===== config.mk =====
export PLATFORM = sky130hd
export DESIGN_NAME = laser_power_sequencer
export DESIGN_NICKNAME = d
export VERILOG_FILES = /design/src/lps_pkg.sv /design/src/lps_next_state.sv /design/src/lps_decode.sv /design/src/laser_power_sequencer.sv
export SDC_FILE = /design/constraint.sdc
export NUM_CORES = 1
export LEC_CHECK = 0
export BUFFER_PORTS_ARGS = -buffer_cell sky130_fd_sc_hd__buf_2
export CAP_MARGIN = 30
export CORE_ASPECT_RATIO = 1.2
export CORE_MARGIN = 10
export CORE_UTILIZATION = 25
export DETAILED_ROUTE_END_ITERATION = 10
export SLEW_MARGIN = 20
export SYNTH_ARGS = -nofsm -noshare
export SYNTH_HDL_FRONTEND = slang
export SYNTH_SLANG_ARGS = --single-unit

===== constraint.sdc =====
create_clock -name aclk -period 2 [get_ports aclk]
set_input_delay 0 -clock aclk [delete_from_list [all_inputs] [get_ports aclk]]
set_output_delay 0 -clock aclk [all_outputs]
set_load 0.02 [all_outputs]

===== src/lps_pkg.sv =====
// types and constants shared by the laser power sequencer modules
`default_nettype none

package lps_pkg;

    localparam int STATE_W   = 3;
    localparam int MODE_W    = 2;
    localparam int S_TDATA_W = 16;
    localparam int M_TDATA_W = 16;

    localparam logic [STATE_W-1:0] ST_OFF       = 3'd0;
    localparam logic [STATE_W-1:0] ST_COOLER_UP = 3'd1;
    localparam logic [STATE_W-1:0] ST_DIODE_UP  = 3'd2;
    localparam logic [STATE_W-1:0] ST_READY     = 3'd3;
    localparam logic [STATE_W-1:0] ST_FIRING    = 3'd4;
    localparam logic [STATE_W-1:0] ST_FAULT     = 3'd5;

    localparam logic [MODE_W-1:0] MODE_SHUTDOWN = 2'd0;
    localparam logic [MODE_W-1:0] MODE_OPERATE  = 2'd1;

    localparam logic CMD_STEP  = 1'b0;
    localparam logic CMD_FORCE = 1'b1;

    // input transaction, lowest bit is fault_active
    typedef struct packed {
        logic               cmd;
        logic [STATE_W-1:0] forced_state;
        logic               clear_request;
        logic               trigger_in;
        logic               permit_in;
        logic               diode_rail_ready;
        logic               cooler_ready;
        logic               fault_active;
    } in_item_t;

    localparam int IN_FIELDS_W = $bits(in_item_t) - 1;

    // result transaction, lowest bits are current_state
    typedef struct packed {
        logic               setpoint_clamp;
        logic               emission_wanted;
        logic [MODE_W-1:0]  diode_mode;
        logic               diode_power_on;
        logic               cooler_power_on;
        logic [STATE_W-1:0] current_state;
    } out_item_t;

    localparam int OUT_FIELDS_W = $bits(out_item_t);

endpackage

`default_nettype wire


===== src/lps_next_state.sv =====
// transition rules of the sequencer for step and force transactions
`default_nettype none

module lps_next_state (
    input  wire  lps_pkg::in_item_t                item,
    input  wire  logic [lps_pkg::STATE_W-1:0]      state,
    output logic [lps_pkg::STATE_W-1:0]            state_next
);
    import lps_pkg::*;

    logic go;

    assign go = item.permit_in & item.trigger_in;

    always_comb begin
        state_next = state;
        if (item.cmd == CMD_FORCE) begin
            if (item.forced_state > ST_FAULT) begin
                state_next = ST_FAULT;
            end else begin
                state_next = item.forced_state;
            end
        end else if (item.fault_active) begin
            state_next = ST_FAULT;
        end else begin
            case (state)
                ST_OFF:       state_next = ST_COOLER_UP;
                ST_COOLER_UP: state_next = item.cooler_ready ? ST_DIODE_UP : ST_COOLER_UP;
                ST_DIODE_UP:  state_next = item.diode_rail_ready ? ST_READY : ST_DIODE_UP;
                ST_READY:     state_next = go ? ST_FIRING : ST_READY;
                ST_FIRING:    state_next = go ? ST_FIRING : ST_READY;
                default:      state_next = item.clear_request ? ST_OFF : ST_FAULT;
            endcase
        end
    end

endmodule

`default_nettype wire


===== src/lps_decode.sv =====
// output decode of the sequencer state
`default_nettype none

module lps_decode (
    input  wire  logic [lps_pkg::STATE_W-1:0] state,
    input  wire  logic [lps_pkg::MODE_W-1:0]  ready_mode,
    output lps_pkg::out_item_t                result
);
    import lps_pkg::*;

    always_comb begin
        result                 = '0;
        result.current_state   = state;
        result.diode_mode      = MODE_SHUTDOWN;
        result.setpoint_clamp  = 1'b1;
        case (state)
            ST_COOLER_UP: begin
                result.cooler_power_on = 1'b1;
            end
            ST_DIODE_UP: begin
                result.cooler_power_on = 1'b1;
                result.diode_power_on  = 1'b1;
            end
            ST_READY: begin
                result.cooler_power_on = 1'b1;
                result.diode_power_on  = 1'b1;
                result.diode_mode      = ready_mode;
            end
            ST_FIRING: begin
                result.cooler_power_on = 1'b1;
                result.diode_power_on  = 1'b1;
                result.diode_mode      = MODE_OPERATE;
                result.emission_wanted = 1'b1;
                result.setpoint_clamp  = 1'b0;
            end
            default: begin
                result.cooler_power_on = 1'b0;
            end
        endcase
    end

endmodule

`default_nettype wire


===== src/laser_power_sequencer.sv =====
// laser power sequencer top level
//
// Power-up and firing interlock for a laser diode with a cooler.
// Input channel s_*: one transaction per step (tuser 0) or force (tuser 1),
// carrying the fault, rail ready, permit, trigger and clear conditions and
// the state to load on force. Output channel m_*: one transaction per input
// transaction with the new state and the decoded supply enables, diode mode,
// emission request and setpoint clamp.
// cfg_wr_en / cfg_wr_data write the diode mode used in the ready state;
// write it only while no transaction is in flight.
// The result passes through the input register, then the transition and decode
// logic into the output register, which drives m_tvalid. The state register
// updates in the same cycle as the output register, so one transaction is
// taken per cycle while m_tready stays high.
// When m_tready is low the output register holds and the input register
// still takes one more transaction; s_tready drops only when both are full.
// Synchronous reset (aresetn low) empties both registers, sets the state to
// off and the ready diode mode to shutdown.
`default_nettype none

module laser_power_sequencer (
    input  wire  logic                              aclk,
    input  wire  logic                              aresetn,
    input  wire  logic                              cfg_wr_en,
    input  wire  logic [lps_pkg::MODE_W-1:0]        cfg_wr_data,
    input  wire  logic                              s_tvalid,
    output logic                                    s_tready,
    // fault_active, cooler_ready, diode_rail_ready, permit_in, trigger_in,
    // clear_request, forced_state[2:0], zero fill
    input  wire  logic [lps_pkg::S_TDATA_W-1:0]     s_tdata,
    // cmd
    input  wire  logic                              s_tuser,
    output logic                                    m_tvalid,
    input  wire  logic                              m_tready,
    // current_state[2:0], cooler_power_on, diode_power_on, diode_mode[1:0],
    // emission_wanted, setpoint_clamp, zero fill
    output logic [lps_pkg::M_TDATA_W-1:0]           m_tdata
);
    import lps_pkg::*;

    logic                 in_valid_reg;
    in_item_t             in_item_reg;
    logic                 out_valid_reg;
    out_item_t            out_item_reg;
    logic [STATE_W-1:0]   state_reg;
    logic [MODE_W-1:0]    ready_mode_reg;

    logic                 out_free;
    logic                 advance;
    logic                 in_take;
    logic [STATE_W-1:0]   state_next;
    out_item_t            result;

    assign out_free = !out_valid_reg || m_tready;
    assign advance  = in_valid_reg && out_free;
    assign s_tready = !in_valid_reg || advance;
    assign in_take  = s_tvalid && s_tready;

    lps_next_state u_next_state (
        .item       (in_item_reg),
        .state      (state_reg),
        .state_next (state_next)
    );

    lps_decode u_decode (
        .state      (state_next),
        .ready_mode (ready_mode_reg),
        .result     (result)
    );

    always_ff @(posedge aclk) begin
        if (!aresetn) begin
            in_valid_reg   <= 1'b0;
            out_valid_reg  <= 1'b0;
            state_reg      <= ST_OFF;
            ready_mode_reg <= MODE_SHUTDOWN;
        end else begin
            if (in_take) begin
                in_valid_reg <= 1'b1;
            end else if (advance) begin
                in_valid_reg <= 1'b0;
            end
            if (advance) begin
                out_valid_reg <= 1'b1;
                state_reg     <= state_next;
            end else if (m_tready) begin
                out_valid_reg <= 1'b0;
            end
            if (cfg_wr_en) begin
                ready_mode_reg <= cfg_wr_data;
            end
        end
    end

    always_ff @(posedge aclk) begin
        if (in_take) begin
            in_item_reg <= {s_tuser, s_tdata[IN_FIELDS_W-1:0]};
        end
        if (advance) begin
            out_item_reg <= result;
        end
    end

    assign m_tvalid = out_valid_reg;
    assign m_tdata  = {{(M_TDATA_W - OUT_FIELDS_W){1'b0}}, out_item_reg};

endmodule

`default_nettype wire


==> results.md <==
Cells and area:
- Cells with a size suffix above 1 make up 33.1% of the layout.
- Once layout is done, the placed cells without fillers occupy ~1500 µm².
- Leaving out filler cells and counting taps, the final layout contains around 180.
- The count of filler cells inserted in the layout is 439.
- The number of antenna diodes in the final layout is 0.
- The register with the most flip-flops in the layout has 10 of them.
- The area overhead of the layout relative to synthesis is 30.7%.
- The number of nets in the final layout is 152.

Route:
- The post-detailed-route via-to-cell ratio is slightly below 4.
- For this run, design rule violations remaining after detail routing come to 0.
- The routed length per placed instance is between 10 and 15 µm.
- For this block, the initial DRC count from the detailed router was 11.
- Summed over all layers, the routed wires come to slightly below 2000 µm.
- The total number of vias is 721.
- The first TritonRoute pass finished after 4 iterations.
- The number of nets with antenna violations after routing is 0.

Synthesis:
- The number of instances in the synthesized netlist is 86.
- The number of enable flip-flop cells after synthesis is 19.
- For this run, asynchronously set or reset flops after synthesis account for 0%.
- The number of storage elements in the synthesis netlist is 26.
- The average instance in the mapped netlist occupies 13.4 µm².
- The cell area after technology mapping is ~1100 µm².
- The sequential area share after synthesis is between 60 and 70%.
- Yosys printed 0 warnings.
- The flip-flop cell with the highest count after synthesis is sky130_fd_sc_hd__edfxtp_1.
- The synthesized netlist contains 34 unique library cells.

STA:
- Derived from the worst setup path, the maximum achievable clock frequency is ~0.58 GHz.
- The count of endpoints failing hold in the final timing report is 0.
- Setup violations remaining at the end of the flow were counted as 0.
- The clock skew is 0.000989 ns.
- The post-route worst setup slack is ~0.28 ns.
- The routed design could run at a clock period as short as about 1.7 ns.
- The post-route clock period utilization is between 80% and 90%.
- Setup repair after global routing left no endpoint under its margin.
- The final-report max-slew violation count is 0.
- The final sum of negative setup slack is 0 ns.

Worst setup path:
- The signal on the critical path passes through and3b_1 -> a21oi_1 -> o22ai_1 -> a22oi_2 -> inv_2 -> a31o_1.
- The critical path launch point type is a flip-flop.
- The largest fanout on the critical path is 10.
- For this design, the slowest cell found on the critical path is sky130_fd_sc_hd__dfxtp_1.
- The number of buffer and inverter stages on the critical path is 1.
- The largest single stage delay on the critical path is just over 0.5 ns.
- The critical path in this run is classified as reg -> reg.
- Grouping stages by cell kind, the critical path spends the most delay in compound AO/OA/AOI/OAI gates.
- The kind of end point of the critical path is a flip-flop.
- The data required time of the critical path is 2.03 ns.
- The arrival time reported for the critical path endpoint is between 1.5 and 2 ns.

Clock tree:
- The tree built by TritonCTS fans out to 26 sinks.
- Buffers inserted to repair hold after CTS numbered 13.
- TritonCTS built the clock tree.
- After clock tree synthesis, the clock-pin slew on the worst setup and hold paths is roughly 0.080 ns.
- The clock passes through at most 2 buffers.
- After clock tree synthesis, the repair step resized 0 gates.
- In this run the number of H-tree levels came out at 1.
- The later pin in the worst-skew pair is clocked with a latency of approximately 0.27 ns.
- The root buffer cell is sky130_fd_sc_hd__clkbuf_8.
- The post-CTS setup buffer count is 0.
- The number of buffers created by CTS is 3.

Outcome:
- The flow ran to the end, and the final reports show no timing, DRC or antenna violations.

Placement:
- The HPWL after detailed placement is approximately 1600 µm.
- The total cell area at the placement stage is 1310 µm².
- The final weighted congestion in routability-driven placement is 0.805.
- The number of cells in the design after placement is 166.
- The worst slack at placement is just under 0.3 ns.
- In this run the tool buffered the top-level ports with 27 buffer cells.

Hold path:
- The class of the tightest hold or removal check is in -> reg.

GRT:
- For this run the aggregate overflow at the end of global routing stands at 0.
- The global-route total usage across every layer is 5.30%.
- The number of antenna violations at the first check in global routing came to 0.
- The largest net degree at the start of global routing is 16.
- The first-pass GRT wire length is around 3300 µm.
- The via count of the first global-routing pass is ~770.

Power and ir drop:
- The leakage power is around 0.0006 µW.
- The worst supply voltage drop on vdd is roughly 0.33 mV.
- The relative contribution of the clock network to total power is 32.4%.
- The switching power of the nets is 259 µW.
- After layout, the design draws a total of about 1200 µW.
- The sequential share of power is between 50 and 60%.
- Internal power comes to about 900 µW.
- Combinational logic is responsible for 13.2% of the overall power.
- The power density of the placed cells is about 770 nW/µm².
- The switching fraction of total power is between 20 and 25%.

Floorplanning:
- The x dimension of the die is just over 80 µm.
- The die area is approximately 7700 µm².
- The core box area is about 4400 µm².
- The height of the die is around 94 µm.
- The standard-cell row count is 26.
- In this run the count of I/O pins placed on the die edge is 42.
- The initial core utilization is 26.4%.

Job:
- The max-cap check violation count is 0.
[cell usage after synthesis (2+ instances only)]
| cell | instances | area share [%] |
|---|---|---|
| sky130_fd_sc_hd__buf_6 | 2 | 2.0 |
| sky130_fd_sc_hd__a21oi_1 | 4 | 1.7 |
| sky130_fd_sc_hd__and2_1 | 2 | 1.1 |
| sky130_fd_sc_hd__nor2_1 | 3 | 0.98 |
| sky130_fd_sc_hd__buf_4 | 7 | 4.6 |
| sky130_fd_sc_hd__mux2i_1 | 5 | 4.4 |
| sky130_fd_sc_hd__edfxtp_1 | 19 | 50 |
| sky130_fd_sc_hd__a21oi_2 | 2 | 1.5 |
| sky130_fd_sc_hd__inv_2 | 2 | 0.65 |
| sky130_fd_sc_hd__and3b_1 | 2 | 1.5 |
| sky130_fd_sc_hd__nand2_1 | 3 | 0.98 |
| sky130_fd_sc_hd__nor2b_1 | 7 | 3.8 |
| sky130_fd_sc_hd__dfxtp_1 | 7 | 12 |
[layout make-up]
| cell class | count | area, µm² | area share [%] |
|---|---|---|---|
| Multi-Input combinational cell | 53 | 372 | 24.7 |
| Clock buffer | 4 | 66.3 | 4.41 |
| Sequential cell | 26 | 711 | 47.3 |
| Inverter | 3 | 11.3 | 0.749 |
| Timing Repair Buffer | 41 | 273 | 18.2 |
| Tap cell | 56 | 70.1 | 4.66 |
[final timing paths]
path / startpoint / to / slack, ns / depth (start not counted)
worst max register to register: state_reg[1] / m_tdata[5] / 0.28 / 6
worst min-delay path: aresetn / m_tvalid / 0.009 / 2
worst min register to register: in_valid_reg / m_tvalid / 0.52 / 1
worst max-delay path: state_reg[1] / m_tdata[5] / 0.28 / 6
[stage by stage]
step                      hold WS [ns]  util [%]
after CTS                      0.00750      34.5
after global placement           0.179      30.0
after detailed placement         0.178      30.0
final                          0.00899      34.5
after global routing           0.00540      34.5
after floorplan                 0.0989         -
[layout by cell type, fill, tap and decap left out, types with 3 or more instances in the layout]
master / n
sky130_fd_sc_hd__clkbuf_8: 3
sky130_fd_sc_hd__dfxtp_1: 7
sky130_fd_sc_hd__mux2i_1: 5
sky130_fd_sc_hd__nand2_1: 3
sky130_fd_sc_hd__edfxtp_1: 19
sky130_fd_sc_hd__nor2b_1: 7
sky130_fd_sc_hd__nor2_1: 3
sky130_fd_sc_hd__a21oi_1: 4
sky130_fd_sc_hd__buf_2: 27
sky130_fd_sc_hd__dlygate4sd3_1: 13
sky130_fd_sc_hd__conb_1: 7
[power by group through the flow]
stage / Combinational [µW] / Sequential (µW) / Clock [µW]
finish: 153 / 631 / 376
global route: 170 / 636 / 412
CTS: 155 / 631 / 389
detailed placement: 135 / 643 / 0
global placement: 132 / 642 / 0
floorplan: 101 / 650 / 0
[layer usage]
metal | track usage (%) | vias to the layer above | part of all wire, %
li1 | - | 375 | -
met1 | 5.24 | 318 | 40
met2 | 9.10 | 24 | 46
met3 | 2.30 | 4 | 13
met4 | 2.70 | 0 | 1.6
met5 | 0 | - | 0
[logic make-up (layout without fill, tap and decap cells)]
family / after synthesis / after routing / share of synthesized area (%)
AOI/OAI and AO/OA: 18 / 18 / 12.7
xor gates and xnor gates: 1 / 1 / 0.762
buffers and inverters: 13 / 48 / 7.83
DFF: 26 / 26 / 61.8
muxes: 5 / 5 / 4.35
other: 1 / 7 / 0.326
and+or+nand+nor: 22 / 22 / 12.2
No activity file was read; power rests on OpenSTA's default activity.
